`config.mk`:
```
export PLATFORM = sky130hd
export DESIGN_NAME = ppc_sqrt_cell
export DESIGN_NICKNAME = d
export VERILOG_FILES = /design/src/sv/ppc_pkg.sv /design/src/sv/ppc_sqrt_cell.sv
export SDC_FILE = /design/constraint.sdc
export NUM_CORES = 1
export LEC_CHECK = 0
export ABC_AREA = 1
export BUFFER_PORTS_ARGS = -buffer_cell sky130_fd_sc_hd__buf_4
export CAP_MARGIN = 20
export CORE_AREA = 2 2 134 136
export DETAILED_ROUTE_END_ITERATION = 6
export DIE_AREA = 0 0 136 138
export PLACE_DENSITY_LB_ADDON = 0.1
export SYNTH_ARGS = -nofsm -noshare
export SYNTH_HDL_FRONTEND = slang
export SYNTH_SLANG_ARGS = --single-unit
export TNS_END_PERCENT = 50
```
`constraint.sdc`:
```
create_clock -name clk -period 2 [get_ports clk]
set_input_delay 0.4 -clock clk [delete_from_list [all_inputs] [get_ports clk]]
set_output_delay 0.4 -clock clk [all_outputs]
set_load 0.005 [all_outputs]
```
`src/sv/ppc_pkg.sv`:
```
// Shared types and constants for the pseudo-pressure to chamber converter.
package ppc_pkg;

  localparam int SegW      = 3;
  localparam int InW       = 16;
  localparam int CoefW     = 16;
  localparam int LimW      = 10;
  localparam int NormW     = 32;
  localparam int Lim2W     = 2 * LimW;
  localparam int QuotW     = 32;
  localparam int DivSteps  = QuotW;
  localparam int RootW     = QuotW / 2;
  localparam int SqrtSteps = RootW;
  localparam int RemW      = RootW + 2;
  localparam int TermW     = InW + CoefW + 1;
  localparam int FactW     = RootW + 1;
  localparam int ProdW     = TermW + FactW + 1;
  localparam int FracBits  = 30;
  localparam int PresW     = 13;
  localparam int PresMax   = 8191;

  typedef enum logic [2:0] {
    REG_NORM_LIMIT = 3'd0,
    REG_COEF_A_X   = 3'd1,
    REG_COEF_A_Y   = 3'd2,
    REG_COEF_B_X   = 3'd3,
    REG_COEF_B_Y   = 3'd4,
    REG_COEF_C_X   = 3'd5,
    REG_COEF_C_Y   = 3'd6
  } ppc_reg_t;

  typedef struct packed {
    logic                    valid;
    logic [SegW-1:0]         seg;
    logic                    limited;
    logic signed [TermW-1:0] ta;
    logic signed [TermW-1:0] tb;
    logic signed [TermW-1:0] tc;
  } ppc_item_t;

endpackage

```
`src/sv/ppc_sqrt_cell.sv`:
```
// One integer square-root cell: yields one root bit per cycle.
module ppc_sqrt_cell (
  input  logic                     clk,
  input  logic                     rst,
  input  ppc_pkg::ppc_item_t       item_in,
  input  logic [ppc_pkg::QuotW-1:0] rad_in,
  input  logic [ppc_pkg::RemW-1:0]  rem_in,
  input  logic [ppc_pkg::RootW-1:0] root_in,
  output ppc_pkg::ppc_item_t       item_out,
  output logic [ppc_pkg::QuotW-1:0] rad_out,
  output logic [ppc_pkg::RemW-1:0]  rem_out,
  output logic [ppc_pkg::RootW-1:0] root_out
);
  import ppc_pkg::*;

  logic [RemW+1:0] cand;
  logic [RemW+1:0] trial;
  logic [RemW+1:0] diff;
  logic            fits;

  assign cand  = {rem_in, rad_in[QuotW-1 -: 2]};
  assign trial = {2'b00, root_in, 2'b01};
  assign diff  = cand - trial;
  assign fits  = cand >= trial;

  always_ff @(posedge clk) begin
    item_out <= item_in;
    rem_out  <= fits ? diff[RemW-1:0] : cand[RemW-1:0];
    root_out <= {root_in[RootW-2:0], fits};
    rad_out  <= {rad_in[QuotW-3:0], 2'b00};
    if (rst) begin
      item_out.valid <= 1'b0;
    end
  end

endmodule

```
==> reports/metrics.cfg <==
[clock_tree]
cts_buffers = 17
holdBufCountCts = 0
clk_pin_slew_ps = 70
cts_resized = 0
cts_buffer_depth = 2
cts_sinks = 168
htreeDepth = 4
cts_setup_buffers = 0
cts-root-buf = clkbuf_16
cts_tree = done

[die]
dieHeight_microns = 138
start_util_pct = 27.3
row_count = 49
die-area_sq_um = 18800
die_w_microns = 136
pin_count = 342
fp.coreArea_sq_um = 17500

[routing]
vias = 4102
drt_wl_total_mm = 15.1
wire_per_inst_microns = 14.4
first_iter_violations = 92
drtPass1Iterations = 4
ant_nets = 0
drc = 0
viasPerCell = 3.92

[global_route]
gr-usage-all-layers_pct = 16.1
grt_pass1_wl_mm = 22.9
met2_usage_pct = 30.3
antenna_found_initial = 0
grt_max_degree = 19
met3_usage_pct = 6.23
top_usage_layer = met2
grt-ovfl-total = 0
grt_pass1_vias = 4298
use_met1_pct = 15.7

[critical_path]
worst-setup-path-type = input port to register
critPathLaunchType = input port
critPathMaxFanout = 14
arrival_ps = 1860
critPathCaptureType = register
crit_required_ps = 2320

[pwr]
p_clk_share_pct = 40.8
combPwrFrac_pct = 14.0
seqPwrFrac_pct = 45.3
p_int_w = 0.00604
p_sw_share_pct = 24.9
power_switching_w = 0.00201
leakage_nw = 4.26
p_per_area_nw_per_um2 = 969
vdd_ir_drop_max_uv = 551

[placement]
dp_hpwl_mm = 12.6
portBuffers = 339
dpl-instance-area_sq_um = 7710
place_congestion = 0.832

[sta]
finalCritPeriodShare_pct = 76.9
fmax_ghz = 0.650
slew_violations = 0
fin_tns_setup_ps = 0
period_minus_slack_ps = 1540
hold_violations = 0
rsz0062_at_grt = false
setup_viol = 0

[finish]
finalInstanceArea_sq_um = 8310
final_cell_mix = 353 x buf_4, 168 x dfxtp_1, 102 x nand2_1
drive_above_1_share_pct = 50.3
final_nets = 994
final_common_cell = buf_4
syn_to_final_growth_pct = 73.9
antenna_cells = 0

[outcome]
status = completed

[yosys]
avgSynthCellArea_sq_um = 11.0
synth.distinct_cells = 29
synth-seq-area-share_pct = 70.4
yosys_warnings = 0
syn_area_sq_um = 4780
synth_cells = 434
ys_seq_elements = 168

[job]
maxCapViolCount = 0

[hold_path]
hp-class = input port to register

[routing by layer]
metal  share of wire [%]  wire (microns)
met1                  36            5370
met2                  54            8090
met3                 8.6            1310
met4                 2.3             340
met5                   0               0
[per-stage QoR]
stage	total power [W]	hold slack [ps]	utilization (%)	worst slack [ps]	std cells
after floorplan	0.00410	428	-	280	435
after global placement	0.00487	505	43.9	24.4	1014
after detailed placement	0.00487	505	43.9	14.0	1014
after CTS	0.00820	45.9	47.4	466	1046
after global routing	0.00845	42.1	47.4	304	1046
final	0.00805	73.5	47.4	462	1046
[critical path, cell delays in order]
cell and delay (ps):
buf_4 80, inv_1 40, ha_1 350, nand2_1 120, nor2_2 180, nand3_1 100, nor2_1 120, nor2_2 70
nand2_4 80, inv_4 40, buf_12 140, nand2_1 70, o21ai_2 50
[flip-flops by register name, summed over array words and instances (netlist names)]
signal,count
item_out,104
rad_out,30
rem_out,18
root_out,16
[power groups by stage]
stage / sequential (W) / clock [W] / combinational, W
after CTS: 0.00365 / 0.00340 / 0.00115
final: 0.00364 / 0.00328 / 0.00113
after global routing: 0.00366 / 0.00354 / 0.00124
after global placement: 0.00372 / 0 / 0.00115
after detailed placement: 0.00372 / 0 / 0.00115
after floorplan: 0.00375 / 0 / 0.000348
[cell type report]
| cell class | count | area (sq um) |
|---|---|---|
| clock inverters | 15 | 176 |
| fillers | 1688 | 9230 |
| flip-flops and latches | 168 | 3360 |
| repair buffers | 355 | 2690 |
| inverters | 49 | 186 |
| clock buffers | 17 | 425 |
| well taps | 229 | 287 |
| multi-input cells | 213 | 1180 |
[Yosys cell counts (all sizes together)]
cell type	n	area, sq um
dfxtp	168	3360
nand2	108	425
inv	49	186
nand3	19	100
nor2	19	81.3
ha	18	225
a21oi	12	60.1
o21ai	11	85.1
nand3b	6	45.0
xnor2	6	52.6
buf	5	52.5
xor2	4	35.0
nand4	2	12.5
nor3	2	15.0
and2	1	6.26
conb	1	3.75
nor3b	1	12.5
o21bai	1	7.51
or2	1	8.76
[cells by family after synthesis]
kind of cell / count (synthesis) / share of synthesized area, %
AOI/OAI and AO/OA: 24 / 3.19
adders and majority gates: 18 / 4.71
and+or+nand+nor: 159 / 14.8
other: 1 / 0.0785
buffers and inverters: 54 / 5.00
xor gates and xnor gates: 10 / 1.83
DFF: 168 / 70.4
[path summary, 6_finish.rpt]
kind	startpoint	end	slack [ps]	cells past startpoint
worst max-delay path	root_in[9]	rem_out[3]$_DFF_P_	460	13
worst min-delay path	item_in[92]	item_out[92]$_DFF_P_	70	1
Note: power is estimated with default switching activity, not from simulation.
