==> src/sv/ppc_pkg.sv <==
// Shared types and constants for the pseudo-pressure to chamber converter.
package ppc_pkg;

  localparam int SegW      = 3;
  localparam int InW       = 16;
  localparam int CoefW     = 16;
  localparam int LimW      = 10;
  localparam int NormW     = 32;
  localparam int Lim2W     = 2 * LimW;
  localparam int QuotW     = 32;
  localparam int DivSteps  = QuotW;
  localparam int RootW     = QuotW / 2;
  localparam int SqrtSteps = RootW;
  localparam int RemW      = RootW + 2;
  localparam int TermW     = InW + CoefW + 1;
  localparam int FactW     = RootW + 1;
  localparam int ProdW     = TermW + FactW + 1;
  localparam int FracBits  = 30;
  localparam int PresW     = 13;
  localparam int PresMax   = 8191;

  typedef enum logic [2:0] {
    REG_NORM_LIMIT = 3'd0,
    REG_COEF_A_X   = 3'd1,
    REG_COEF_A_Y   = 3'd2,
    REG_COEF_B_X   = 3'd3,
    REG_COEF_B_Y   = 3'd4,
    REG_COEF_C_X   = 3'd5,
    REG_COEF_C_Y   = 3'd6
  } ppc_reg_t;

  typedef struct packed {
    logic                    valid;
    logic [SegW-1:0]         seg;
    logic                    limited;
    logic signed [TermW-1:0] ta;
    logic signed [TermW-1:0] tb;
    logic signed [TermW-1:0] tc;
  } ppc_item_t;

endpackage

==> src/sv/ppc_div_cell.sv <==
// One restoring-division cell: yields one quotient bit per cycle.
module ppc_div_cell (
  input  logic                     clk,
  input  logic                     rst,
  input  ppc_pkg::ppc_item_t       item_in,
  input  logic [ppc_pkg::NormW-1:0] rem_in,
  input  logic [ppc_pkg::NormW-1:0] div_in,
  input  logic [ppc_pkg::QuotW-1:0] quo_in,
  output ppc_pkg::ppc_item_t       item_out,
  output logic [ppc_pkg::NormW-1:0] rem_out,
  output logic [ppc_pkg::NormW-1:0] div_out,
  output logic [ppc_pkg::QuotW-1:0] quo_out
);
  import ppc_pkg::*;

  logic [NormW:0] shifted;
  logic [NormW:0] diff;
  logic           fits;

  assign shifted = {rem_in, 1'b0};
  assign diff    = shifted - {1'b0, div_in};
  assign fits    = shifted >= {1'b0, div_in};

  always_ff @(posedge clk) begin
    item_out <= item_in;
    rem_out  <= fits ? diff[NormW-1:0] : shifted[NormW-1:0];
    quo_out  <= {quo_in[QuotW-2:0], fits};
    div_out  <= div_in;
    if (rst) begin
      item_out.valid <= 1'b0;
    end
  end

endmodule

==> config.mk <==
export PLATFORM = sky130hd
export DESIGN_NAME = ppc_div_cell
export DESIGN_NICKNAME = d
export VERILOG_FILES = /design/src/sv/ppc_pkg.sv /design/src/sv/ppc_div_cell.sv
export SDC_FILE = /design/constraint.sdc
export NUM_CORES = 1
export LEC_CHECK = 0
export ABC_AREA = 0
export BUFFER_PORTS_ARGS = -buffer_cell sky130_fd_sc_hd__buf_2
export CORE_AREA = 5 5 152 154
export DETAILED_ROUTE_END_ITERATION = 7
export DIE_AREA = 0 0 157 159
export GPL_ROUTABILITY_DRIVEN = 0
export PLACE_DENSITY = 0.6
export SETUP_SLACK_MARGIN = 0.5
export SLEW_MARGIN = 20
export SYNTH_ARGS = -nofsm -noshare
export SYNTH_HDL_FRONTEND = slang
export SYNTH_SLANG_ARGS = --single-unit
==> constraint.sdc <==
create_clock -name clk -period 7 [get_ports clk]
set_input_delay 1.4 -clock clk [delete_from_list [all_inputs] [get_ports clk]]
set_output_delay 1.4 -clock clk [all_outputs]
set_load 0.02 [all_outputs]
==> reports/metrics.cfg <==
[status]
status=finished clean

[min_path]
min_to=item_out[90]
holdPathStages=1
holdCritStartpoint=item_in[90]
hold_class=in2reg

[timing]
setup_viol=0
max_slew_margin=0.353
max_freq_mhz=233
period_share=0.613
final_hold_viol_count=0
rsz0062_at_grt=false
setup_tns_ps=0
worst_pin_slew_ps=962
period_needed_ps=4290
drv_slew=0
final.setup.worst_slack_ps=2710

[worst_setup_path]
path_delay_family=compound AO/OA/AOI/OAI gates
cp.required_ps=7320
end_kind=register
crit_chain=buf_2, ha_1, nor2b_1, o31a_1, o31ai_1, o21ai_0, a21boi_0, o21ai_0, xor2_1, mux2_4
path_max_fanout=5
crit_path_start_kind=primary input
path_common_cell=o21ai_0
slowest_delay_ps=820
slowest_stage=o31ai_1
arrival_ps=4620
cp_num_buf_inv=1
crit_type=in2reg

[floorplan]
die_w_microns=157
die_area_sq_um=25000
core_area_sq_um=21600
initial_utilization=0.298
boundaryPins=402
die-height_microns=159
placementRows=54

[logic_synthesis]
postSynthNetCount=756
synth_commonest_cells=200 x dfxtp_1, 35 x inv_1, 32 x ha_1
ys_warn_count=0
postSynthAreaPerCell_sq_um=12.3
synth_top_cell_by_area=dfxtp_1
synth.area.top_cells=dfxtp_1 62%, ha_1 6.2%, mux2_4 4.4%
synth_enable_flop_cells=0
synth-seq-cells=200
syn_area_sq_um=6430
ys.flop_type=dfxtp_1
synth_top_area_share=0.623
ys_types=56
ys_seq_area_frac=0.623
synthCells=521
synth.most_common_cell=dfxtp_1
synthArstFlopShare=0

[pwr]
leakagePower_nw=4.74
finalPower_mw=2.83
peakVddDrop_uv=144
powerDensity_nw_per_um2=303

[final_layout]
drive_above_1_share=0.500
multiInputGateArea_sq_um=2180
nets=1162
finalNonFillerCells=1222
postLayoutCoreUtil=0.433
register_area_sq_um=4000
fillCellCount=2098
area_delta_synth_final_pct=45.2

[detailed_routing]
vias=5363
via_per_inst=4.39
ant_nets=0
first_iter_violations=177
drt_pass1_iterations=4
post-route-drc-count=0
wire_per_inst_microns=19.0
routed_wirelength_mm=23.2

[global_route]
overflow=0
grt_max_degree=29
grt_first_pass_wirelength_mm=33.2
grt_usage=0.179
grt_pass1_vias=5410
antenna_found_initial=15

[placed_design]
port_buffers=400
hpwl_mm=19.6
dp.cells=1188
place_ws_ps=2250

[clocking]
cts_tree=yes
post-cts-setup-buffer-count=0
clk_pin_slew_ps=90
cts_buffers=17
htreeDepth=4
cts.sinks=200
holdBufCountCts=0
cts_resized=0
cts_root_buf=clkbuf_16
clock_path_buffers=2

[run]
drv_cap=0

cell families (layout without fill, tap and decap cells):
logic type,after synthesis,in the layout,synth area share
xor gates and xnor gates,25,25,0.0341
other,0,2,0
DFF,200,200,0.623
adders and majority gates,33,33,0.0654
muxes,29,29,0.0615
AOI/OAI and AO/OA,102,102,0.109
and+or+nand+nor,83,83,0.0693
buffers and inverters,49,468,0.0374
layout by cell type (no fill, tap or decap), types with 3 or more instances in the layout:
cell         n
a211oi_1     3
a21boi_0     4
a21o_1      15
a21oi_1     23
a31oi_1      4
and2_1       4
and3_1       3
buf_2      400
clkbuf_16   17
clkinv_8     4
dfxtp_1    200
ha_1        32
inv_1       35
inv_12       4
inv_8        3
mux2_2       8
mux2_4      19
nand2_1     15
nand2b_1     3
nand3_1      6
nand4_1     12
nor2_1      18
nor2b_1      5
nor3_1       4
o211ai_1     4
o21a_1       7
o21ai_0     18
o31ai_1      6
or3_1        3
xnor2_1     14
xor2_1      11
metal layers:
layer | part of all wire | global-route usage | wire (microns)
met4 | 0.017 | 0.0477 | 385
met1 | 0.39 | 0.205 | 9070
met3 | 0.11 | 0.0805 | 2580
met2 | 0.48 | 0.303 | 11100
met5 | 0.0020 | 0 | 47
flip-flops by register name (all words and copies together) (netlist names):
register  cells
quo_out      32
div_out      32
item_out    104
rem_out      32
where the power goes:
part,internal (mW),switching [mW]
Sequential,1.23,0.0195
Clock,0.507,0.539
Combinational,0.219,0.312
layout make-up:
| type | count | area share |
|---|---|---|
| Clock buffer | 17 | 0.0456 |
| Inverter | 36 | 0.0153 |
| Timing Repair Buffer | 400 | 0.215 |
| Antenna cell | 2 | 0.000536 |
| Tap cell | 280 | 0.0375 |
| Clock inverter | 15 | 0.0233 |
| Sequential cell | 200 | 0.429 |
| Multi-Input combinational cell | 272 | 0.234 |
worst max-delay path by stage:
stage,startpoint,to,depth (start not counted)
6_report,rem_in[1],rem_out[20],10
2_1_floorplan,div_in[10],rem_out[10],13
4_1_cts,rem_in[1],rem_out[20],10
3_3_place_gp,rem_in[1],rem_out[30],10
3_5_place_dp,rem_in[1],rem_out[20],10
5_1_grt,div_in[2],rem_out[20],11
stage by stage:
stage	hold slack, ps	instance area, sq um
after CTS	1030	9330
after detailed placement	1500	8680
after global placement	1500	8680
after floorplan	1430	6430
after global routing	1030	9330
final	1060	9330
Note: power is estimated with default switching activity, not from simulation.
